### config.mk
export PLATFORM = sky130hd
export DESIGN_NAME = madt_record_parser_unit
export DESIGN_NICKNAME = d
export VERILOG_FILES = /design/src/design/madt_pkg.sv /design/src/design/madt_record_parser_unit.sv
export SDC_FILE = /design/constraint.sdc
export NUM_CORES = 1
export LEC_CHECK = 0
export BUFFER_PORTS_ARGS = -buffer_cell sky130_fd_sc_hd__buf_4
export CAP_MARGIN = 0
export CORE_UTILIZATION = 30
export CTS_BUF_LIST = sky130_fd_sc_hd__clkbuf_2
export DETAILED_ROUTE_END_ITERATION = 8
export GPL_TIMING_DRIVEN = 0
export SLEW_MARGIN = 20
export SYNTH_ARGS = -nofsm -noshare
export SYNTH_HDL_FRONTEND = slang
export SYNTH_SLANG_ARGS = --single-unit
### constraint.sdc
create_clock -name clock -period 19.68 [get_ports clock]
set_clock_uncertainty 0.1 [all_clocks]
set_input_delay 4.92 -clock clock [delete_from_list [all_inputs] [get_ports clock]]
set_output_delay 4.92 -clock clock [all_outputs]
set_load 0.02 [all_outputs]
### src/design/madt_pkg.sv
`timescale 1ns / 1ps
// -----------------------------------------------------------------------------
// madt_pkg
// Shared types and constants for the MADT record parser.
// -----------------------------------------------------------------------------
package madt_pkg;

   // Table capacities
   localparam int MAX_CPUS      = 64;
   localparam int MAX_IOAPICS   = 8;
   localparam int MAX_OVERRIDES = 16;

   // Record type codes
   localparam logic [7:0] REC_LAPIC          = 8'd0;
   localparam logic [7:0] REC_IOAPIC         = 8'd1;
   localparam logic [7:0] REC_ISO            = 8'd2;
   localparam logic [7:0] REC_LAPIC_OVERRIDE = 8'd5;

   // Result kind codes
   localparam logic [2:0] KIND_CPU      = 3'd0;
   localparam logic [2:0] KIND_IOAPIC   = 3'd1;
   localparam logic [2:0] KIND_OVERRIDE = 3'd2;
   localparam logic [2:0] KIND_ADDRESS  = 3'd3;
   localparam logic [2:0] KIND_SUMMARY  = 3'd4;

   // Preamble: four address bytes, four flag bytes
   localparam logic [3:0] PREAMBLE_LEN = 4'd8;
   // Record bytes captured past type and length
   localparam int CAPTURE_LEN = 10;

   typedef struct packed {
      logic [7:0] data_byte;
      logic       end_of_table;
   } madt_req_type;

   typedef struct packed {
      logic [2:0]  kind;
      logic [7:0]  slot;
      logic [7:0]  ident;
      logic [7:0]  source_irq;
      logic [63:0] word_a;
      logic [31:0] word_b;
      logic [6:0]  cpu_total;
      logic [3:0]  ioapic_total;
      logic [4:0]  override_total;
      logic        last_of_run;
   } madt_rsp_type;

endpackage

### src/design/madt_record_parser_unit.sv
`timescale 1ns / 1ps
// -----------------------------------------------------------------------------
// madt_record_parser_unit
// Parses an MADT body byte by byte and reports CPUs, I/O APICs, interrupt
// overrides, address overrides and a closing summary.
// -----------------------------------------------------------------------------
//  channel | dir | handshake             | payload
//  req     | in  | req_valid / req_ready | madt_req_type (one byte, end mark)
//  rsp     | out | rsp_valid / rsp_ready | madt_rsp_type (one result)
//
//  One byte is taken per cycle; its results land in a four-entry output
//  queue in the same cycle and reach rsp in order, from the cycle after.
//  req_ready drops while fewer than two queue entries are free, since the
//  final byte of a record that closes the table gives two results.
//  Synchronous active-high reset clears parser state and empties the queue.
// -----------------------------------------------------------------------------
module madt_record_parser_unit (
   input  logic                  clock,
   input  logic                  reset,
   input  logic                  req_valid,
   output logic                  req_ready,
   input  madt_pkg::madt_req_type req_payload,
   output logic                  rsp_valid,
   input  logic                  rsp_ready,
   output madt_pkg::madt_rsp_type rsp_payload
);
   import madt_pkg::*;

   localparam int QDEPTH = 4;

   function automatic logic [31:0] le32(input logic [7:0] b0, input logic [7:0] b1,
                                        input logic [7:0] b2, input logic [7:0] b3);
      le32 = {b3, b2, b1, b0};
   endfunction

   // parser state
   logic [3:0]  preamble_pos_ff, preamble_pos_in;
   logic [63:0] apic_address_ff, apic_address_in;
   logic [7:0]  record_offset_ff, record_offset_in;
   logic [7:0]  record_type_ff, record_type_in;
   logic [7:0]  record_length_ff, record_length_in;
   logic [7:0]  record_bytes_ff [CAPTURE_LEN];
   logic [7:0]  record_bytes_in [CAPTURE_LEN];
   logic        stopped_ff, stopped_in;
   logic [6:0]  cpu_tally_ff, cpu_tally_in;
   logic [3:0]  ioapic_tally_ff, ioapic_tally_in;
   logic [4:0]  override_count_ff, override_count_in;

   // output queue
   madt_rsp_type queue_ff [QDEPTH];
   logic [1:0]   wr_ptr_ff, rd_ptr_ff;
   logic [2:0]   fill_ff, fill_in;

   logic         req_fire, rsp_fire;
   logic         rec_done, rec_emit;
   logic [3:0]   cap_idx;
   madt_rsp_type rec_item, sum_item, push0, push1;
   logic [1:0]   push_n;

   assign req_fire  = req_valid && req_ready;
   assign rsp_fire  = rsp_valid && rsp_ready;
   assign req_ready = (fill_ff <= 3'(QDEPTH - 2));
   assign rsp_valid = (fill_ff != 3'd0);
   assign rsp_payload = queue_ff[rd_ptr_ff];
   assign cap_idx   = 4'(record_offset_ff - 8'd2);

   // Parse step for the incoming byte
   always_comb begin
      preamble_pos_in   = preamble_pos_ff;
      apic_address_in   = apic_address_ff;
      record_offset_in  = record_offset_ff;
      record_type_in    = record_type_ff;
      record_length_in  = record_length_ff;
      record_bytes_in   = record_bytes_ff;
      stopped_in        = stopped_ff;
      cpu_tally_in      = cpu_tally_ff;
      ioapic_tally_in   = ioapic_tally_ff;
      override_count_in = override_count_ff;
      rec_done          = 1'b0;
      rec_emit          = 1'b0;
      rec_item          = '0;

      if (!stopped_ff) begin
         if (preamble_pos_ff < PREAMBLE_LEN) begin
            if (!preamble_pos_ff[3] && !preamble_pos_ff[2]) begin
               apic_address_in = apic_address_ff |
                  (64'(req_payload.data_byte) << {preamble_pos_ff[1:0], 3'b000});
            end
            preamble_pos_in = preamble_pos_ff + 4'd1;
         end else if (record_offset_ff == 8'd0) begin
            record_type_in   = req_payload.data_byte;
            for (int i = 0; i < CAPTURE_LEN; i++) begin
               record_bytes_in[i] = 8'd0;
            end
            record_offset_in = 8'd1;
         end else if (record_offset_ff == 8'd1) begin
            record_length_in = req_payload.data_byte;
            if (req_payload.data_byte < 8'd2) begin
               stopped_in = 1'b1;
            end else if (req_payload.data_byte == 8'd2) begin
               rec_done         = 1'b1;
               record_offset_in = 8'd0;
            end else begin
               record_offset_in = 8'd2;
            end
         end else begin
            if (record_offset_ff < 8'd12) begin
               record_bytes_in[cap_idx] = req_payload.data_byte;
            end
            if ({1'b0, record_offset_ff} + 9'd1 >= {1'b0, record_length_ff}) begin
               rec_done         = 1'b1;
               record_offset_in = 8'd0;
            end else begin
               record_offset_in = record_offset_ff + 8'd1;
            end
         end
      end

      // Close the record: decode by type, respect table capacity
      if (rec_done) begin
         case (record_type_ff)
            REC_LAPIC: begin
               if ((record_bytes_in[2][1:0] != 2'b00) &&
                   ({1'b0, cpu_tally_ff} < 8'(MAX_CPUS))) begin
                  rec_emit       = 1'b1;
                  rec_item.kind  = KIND_CPU;
                  rec_item.slot  = 8'(cpu_tally_ff);
                  rec_item.ident = record_bytes_in[1];
                  cpu_tally_in   = cpu_tally_ff + 7'd1;
               end
            end
            REC_IOAPIC: begin
               if ({4'd0, ioapic_tally_ff} < 8'(MAX_IOAPICS)) begin
                  rec_emit        = 1'b1;
                  rec_item.kind   = KIND_IOAPIC;
                  rec_item.slot   = 8'(ioapic_tally_ff);
                  rec_item.ident  = record_bytes_in[0];
                  rec_item.word_a = 64'(le32(record_bytes_in[2], record_bytes_in[3],
                                             record_bytes_in[4], record_bytes_in[5]));
                  rec_item.word_b = le32(record_bytes_in[6], record_bytes_in[7],
                                         record_bytes_in[8], record_bytes_in[9]);
                  ioapic_tally_in = ioapic_tally_ff + 4'd1;
               end
            end
            REC_ISO: begin
               if ({3'd0, override_count_ff} < 8'(MAX_OVERRIDES)) begin
                  rec_emit            = 1'b1;
                  rec_item.kind       = KIND_OVERRIDE;
                  rec_item.slot       = 8'(override_count_ff);
                  rec_item.ident      = record_bytes_in[0];
                  rec_item.source_irq = record_bytes_in[1];
                  rec_item.word_a     = 64'(le32(record_bytes_in[2], record_bytes_in[3],
                                                 record_bytes_in[4], record_bytes_in[5]));
                  rec_item.word_b     = {16'd0, record_bytes_in[7], record_bytes_in[6]};
                  override_count_in   = override_count_ff + 5'd1;
               end
            end
            REC_LAPIC_OVERRIDE: begin
               rec_emit        = 1'b1;
               apic_address_in = {le32(record_bytes_in[6], record_bytes_in[7],
                                       record_bytes_in[8], record_bytes_in[9]),
                                  le32(record_bytes_in[2], record_bytes_in[3],
                                       record_bytes_in[4], record_bytes_in[5])};
               rec_item.kind   = KIND_ADDRESS;
               rec_item.word_a = apic_address_in;
            end
            default: begin
               rec_emit = 1'b0;
            end
         endcase
      end

      // Counts on every result reflect this byte's update
      rec_item.cpu_total      = cpu_tally_in;
      rec_item.ioapic_total   = ioapic_tally_in;
      rec_item.override_total = override_count_in;

      sum_item                = '0;
      sum_item.kind           = KIND_SUMMARY;
      sum_item.word_a         = apic_address_in;
      sum_item.cpu_total      = cpu_tally_in;
      sum_item.ioapic_total   = ioapic_tally_in;
      sum_item.override_total = override_count_in;
      sum_item.last_of_run    = 1'b1;

      // End mark: drop back to the start of a new table
      if (req_payload.end_of_table) begin
         preamble_pos_in   = '0;
         apic_address_in   = '0;
         record_offset_in  = '0;
         record_type_in    = '0;
         record_length_in  = '0;
         stopped_in        = 1'b0;
         cpu_tally_in      = '0;
         ioapic_tally_in   = '0;
         override_count_in = '0;
      end
   end

   // Queue push selection
   always_comb begin
      push0  = rec_emit ? rec_item : sum_item;
      push1  = sum_item;
      push_n = 2'(rec_emit) + 2'(req_payload.end_of_table);
      if (!req_fire) begin
         push_n = 2'd0;
      end
      fill_in = fill_ff + 3'(push_n) - 3'(rsp_fire);
   end

   always_ff @(posedge clock) begin
      if (reset) begin
         preamble_pos_ff   <= '0;
         apic_address_ff   <= '0;
         record_offset_ff  <= '0;
         record_type_ff    <= '0;
         record_length_ff  <= '0;
         stopped_ff        <= 1'b0;
         cpu_tally_ff      <= '0;
         ioapic_tally_ff   <= '0;
         override_count_ff <= '0;
      end else if (req_fire) begin
         preamble_pos_ff   <= preamble_pos_in;
         apic_address_ff   <= apic_address_in;
         record_offset_ff  <= record_offset_in;
         record_type_ff    <= record_type_in;
         record_length_ff  <= record_length_in;
         stopped_ff        <= stopped_in;
         cpu_tally_ff      <= cpu_tally_in;
         ioapic_tally_ff   <= ioapic_tally_in;
         override_count_ff <= override_count_in;
      end
   end

   always_ff @(posedge clock) begin
      if (req_fire) begin
         record_bytes_ff <= record_bytes_in;
      end
   end

   always_ff @(posedge clock) begin
      if (reset) begin
         wr_ptr_ff <= '0;
         rd_ptr_ff <= '0;
         fill_ff   <= '0;
      end else begin
         wr_ptr_ff <= wr_ptr_ff + push_n;
         rd_ptr_ff <= rd_ptr_ff + 2'(rsp_fire);
         fill_ff   <= fill_in;
      end
   end

   always_ff @(posedge clock) begin
      if (push_n != 2'd0) begin
         queue_ff[wr_ptr_ff] <= push0;
      end
      if (push_n == 2'd2) begin
         queue_ff[wr_ptr_ff + 2'd1] <= push1;
      end
   end

endmodule

; ---- Yosys cells after proc, flatten, opt, wreduce, memory -nomap -nowiden
; Memory sizes are Yosys's and may differ from the RTL's. A register that Yosys moved wholly into a read port is not among the register bits.
; Cells that the tools add are included.
[classes]
n_addsub = 13
order_cmp = 10
n_eq_ne = 10
shift = 1
muxes = 81
bitwise_logic = 2
n_reduce_logical = 19
[ops]
columns = cell, n
row1 = 2-to-1 mux 64 bit, 7
row2 = 2-to-1 mux 80 bit, 5
row3 = case mux 64 bit (3 select lines), 1
row4 = 2-to-1 mux 8 bit, 18
row5 = 2-to-1 mux 140 bit, 1
row6 = 2-to-1 mux 123 bit, 1
row7 = 2-to-1 mux 122 bit, 1
row8 = bitwise mux 80 bit, 1
row9 = bitwise OR 64 bit, 1
row10 = case mux 32 bit (2 select lines), 1
row11 = << shifter 8 x 5 -> 64 bit, 1
row12 = case mux 16 bit (3 select lines), 1
row13 = demux 8 bit (select 4 bit), 1
row14 = 2-to-1 mux 4 bit, 7
row15 = 2-to-1 mux 7 bit, 4
row16 = 2-to-1 mux 1 bit, 21
row17 = 2-to-1 mux 5 bit, 4
row18 = 2-to-1 mux 17 bit, 1
row19 = "equality test 8 x 1 -> 1 bit, second input constant", 2
row20 = "equality test 8 x 2 -> 1 bit, second input constant", 2
row21 = logical NOT 8 bit, 2
row22 = 2-to-1 mux 15 bit, 1
row23 = case mux 3 bit (4 select lines), 1
row24 = nonzero test 2 bit, 5
row25 = other kinds (34), 46
[totals]
ff_bits = 196
ramBits = 560
output_inout_bits = 142
wordCells = 159
memories = 1
[memory_table]
columns = memory, depth, word_bits, rd, rd_ports_with_merged_regs, wr, line_no
row1 = queue_ff, 4, 140, 1, 1, 2, madt_record_parser_unit.sv:50  ; madt_rsp_type queue_ff [QDEPTH];

; ---- Longest topological paths before layout
[depth]
depth_word = 22
depth_mapped = 23

; ---- Least setup slack after synthesis
; No wires, ideal clock.
[synth_timing]
kind = input port to flip-flop
from = in req_payload[7] in the netlist's numbering
to = mem queue_ff[1][89] in the netlist's numbering, data pin
setup_ns = 0.142
arrival_ns = 10.599
required_time_ns = 19.438
path_slack_ns = 8.839
path_stages = 15
n_path_buf = 3
path_cell_list = clkbuf_1 > nor4_1 > nand2_1 > a21o_1 > a31o_2 > a211o_2 > clkinv_2 > ha_1 > clkbuf_1 > o21ai_0 > nor3_1 > nor2_1 > inv_1 > clkbuf_1 > a22o_1
[synth_lines]
columns = element, line_no
row1 = from (decl), madt_record_parser_unit.sv:22  ; input madt_pkg::madt_req_type req_payload,
row2 = to (decl), madt_record_parser_unit.sv:50

==> impl_metrics.json <==
{
  "drc": 0,
  "cap_violations": 0,
  "htree_levels": 4,
  "cts_resized": 0,
  "clkTransAtPathRegs_ps": 110,
  "cts.sinks": 748,
  "synthFlopType": "edfxtp_1",
  "tightest_slew_ps": 1190,
  "grt_usage": 0.199,
  "via_count": 25000,
  "critPathLaunch": "req_payload[2]",
  "postSynthCellCount": 2674,
  "cts_tree": "done",
  "drv_slew": 0,
  "ys_seq_area_frac": 0.589,
  "avgSynthCellArea_um2": 12.1,
  "min_path_cells": 2,
  "synth_area_um2": 32200,
  "cts_setup_buffers": 0,
  "criticalPathCategory": "input pin to flip-flop",
  "final_cell_area_um2": 37300,
  "synth_edf_count": 400,
  "layout-drive-gt1-share": 0.224,
  "ir_drop_uv": 54.2,
  "fill_cells": 10600,
  "r2r_start": "record_offset_ff[0]",
  "max_stage_delay_ps": 850,
  "slew_headroom": 0.207,
  "max_freq_ghz": 0.101,
  "die_h_um": 330,
  "crit_required_ps": 20710,
  "die_area_um2": 109000,
  "multiInputGateArea_um2": 12300,
  "endpoint_kind": "flip-flop",
  "endpoint": "queue_ff[2][99]",
  "grt_first_pass_wirelength_um": 160000,
  "synth.distinct_cells": 72,
  "initial_core_util": 0.305,
  "synth_warnings": 0,
  "antenna_found_initial": 8,
  "hold_buffers": 0,
  "worst_r2r_endpoint": "queue_ff[2][99]",
  "synth_fp_nets": 2715,
  "slowest_stage": "nor2_1",
  "dp_hpwl_um": 75000,
  "vias_per_cell": 5.46,
  "die_x_um": 330,
  "crit_fanout": 10,
  "overflow": 0,
  "fin_tns_setup_ps": 0,
  "path_cells": "buf_4, clkbuf_1, nor2_1, nor4_2, o21ai_1, a211o_2, clkinv_2, ha_1, nor2_1, nor2_1, and3_1, clkbuf_1, nor2_1, clkbuf_1, clkbuf_1, o2bb2ai_1",
  "cts-root-buf": "clkbuf_2",
  "gp_congestion": 0.912,
  "min_period_ps": 9920,
  "pre_cts_ws_ps": 8450,
  "area_growth_pct": 15.5,
  "cp-start-kind": "input pin",
  "r2r_cells": 22,
  "wl_per_cell_um": 23.9,
  "regArea_um2": 19000,
  "critPathArrivalTime_ps": 10950,
  "rows": 119,
  "powerDensity_nw_per_um2": 99.0,
  "placed_area_um2": 35400,
  "dr.pass1.iters": 6,
  "clock_path_buffers": 3,
  "numCtsBuffers": 189,
  "core_um2": 106000,
  "min_path_type": "flip-flop to flip-flop",
  "r2r_slack_ps": 11920,
  "worstHoldStart": "queue_ff[3][122]",
  "ant_nets": 0,
  "io_pins": 155,
  "grt_max_degree": 49,
  "setup_viol": 0,
  "clkLatencyLatePin_ps": 1580,
  "rsz0062_at_grt": "false",
  "leakage_nw": 12.5,
  "finalWirelength_um": 110000,
  "finalHoldViolCount": 0,
  "port_buffers": 145,
  "finalWorstSetupSlack_ps": 9760,
  "fin_crit_sh": 0.504,
  "ys_ff_latch": 748,
  "status": "finished clean",
  "grt_pass1_vias": 24500,
  "async_flop_share": 0,
  "drt_iter0_markers": 2680,
  "fin_nets": 3065
}
-- logic make-up (layout without fill, tap and decap cells) --
logic type	Yosys count	count (layout)	synth area share
compound gates	801	801	0.167
xor+xnor	20	20	0.00543
mux	157	157	0.102
flops	748	748	0.589
other cells	1	8	0.000116
simple gates	673	673	0.0941
buf+inv	246	755	0.0311
fa+ha+maj	28	28	0.0111
-- registers in the layout, summed over array words and instances (netlist names) --
signal and flops:
record_bytes_ff 80, record_length_ff 8, record_offset_ff 8, wr_ptr_ff 2
preamble_pos_ff 4, cpu_tally_ff 7, override_count_ff 5, record_type_ff 8
ioapic_tally_ff 4, fill_ff 3, rd_ptr_ff 2, apic_address_ff 64
queue_ff 552, stopped_ff 1
-- cells in the final DEF (no fill, tap or decap), types with 27 or more instances in the layout --
| master | instances |
|---|---|
| a22o_1 | 179 |
| mux4_2 | 138 |
| a21oi_1 | 96 |
| o22ai_1 | 133 |
| nand2_1 | 292 |
| a22oi_1 | 28 |
| inv_1 | 40 |
| ha_1 | 27 |
| edfxtp_1 | 400 |
| o2bb2ai_1 | 56 |
| clkbuf_1 | 125 |
| dfxtp_1 | 348 |
| buf_2 | 47 |
| nand3_1 | 28 |
| clkbuf_2 | 295 |
| o21ai_1 | 44 |
| nor2_1 | 212 |
| o21ai_0 | 197 |
| clkinv_1 | 41 |
| buf_4 | 152 |
-- critical path, delay by kind of cell --
family          cells  cell delay (ps)
compound gates      3              960
simple gates        6             2040
fa+ha+maj           1              310
buf+inv             6             2690
-- report_power, final --
part           internal [mW]  switching, mW
Combinational          0.300          0.533
Sequential              1.73         0.0240
Clock                  0.412          0.695
-- through the flow --
step	instances	hold slack (ps)	total power [mW]	util
floorplan	2674	320	2.27	-
global placement	4210	329	2.61	0.331
detailed placement	4222	339	2.62	0.334
CTS	4572	355	3.71	0.351
global route	4580	373	3.84	0.352
finish	4581	354	3.69	0.352
-- cells in the mapped netlist, types with 22 or more instances --
library cell,instances,area (um2)
buf_1,22,82.6
dfxtp_1,348,6970
nand3_1,28,140
o22ai_1,133,832
mux4_2,138,3110
nand2_1,292,1100
o21ai_0,197,986
nor2_1,212,796
o21ai_1,44,220
clkbuf_1,132,495
inv_1,40,150
a21oi_1,96,480
edfxtp_1,400,12000
o2bb2ai_1,56,490
a22o_1,179,1570
a22oi_1,28,210
ha_1,27,338
buf_2,44,220
-- cell type report --
type                            count  area share
Clock buffer                      291      0.0391
Antenna cell                        7    0.000470
Inverter                           42     0.00440
Multi-Input combinational cell   1680       0.330
Buffer                            204      0.0232
Tap cell                         1391      0.0467
Sequential cell                   748       0.509
Timing Repair Buffer              159      0.0369
Clock inverter                     59     0.00930
-- worst min-delay path by stage --
| stage | endpoint |
|---|---|
| 6_report | queue_ff[3][122] |
| 3_3_place_gp | queue_ff[1][42] |
| 2_1_floorplan | queue_ff[2][113] |
| 5_1_grt | queue_ff[0][121] |
| 3_5_place_dp | queue_ff[2][22] |
| 4_1_cts | queue_ff[2][127] |
-- layer usage --
metal	up-vias	share of wire	global-route usage
li1	11100	-	-
met4	8	0.031	0.0729
met1	12500	0.40	0.259
met2	1246	0.47	0.319
met5	-	0.00057	0
met3	205	0.094	0.0495
Note: power is estimated with default switching activity, not from simulation.
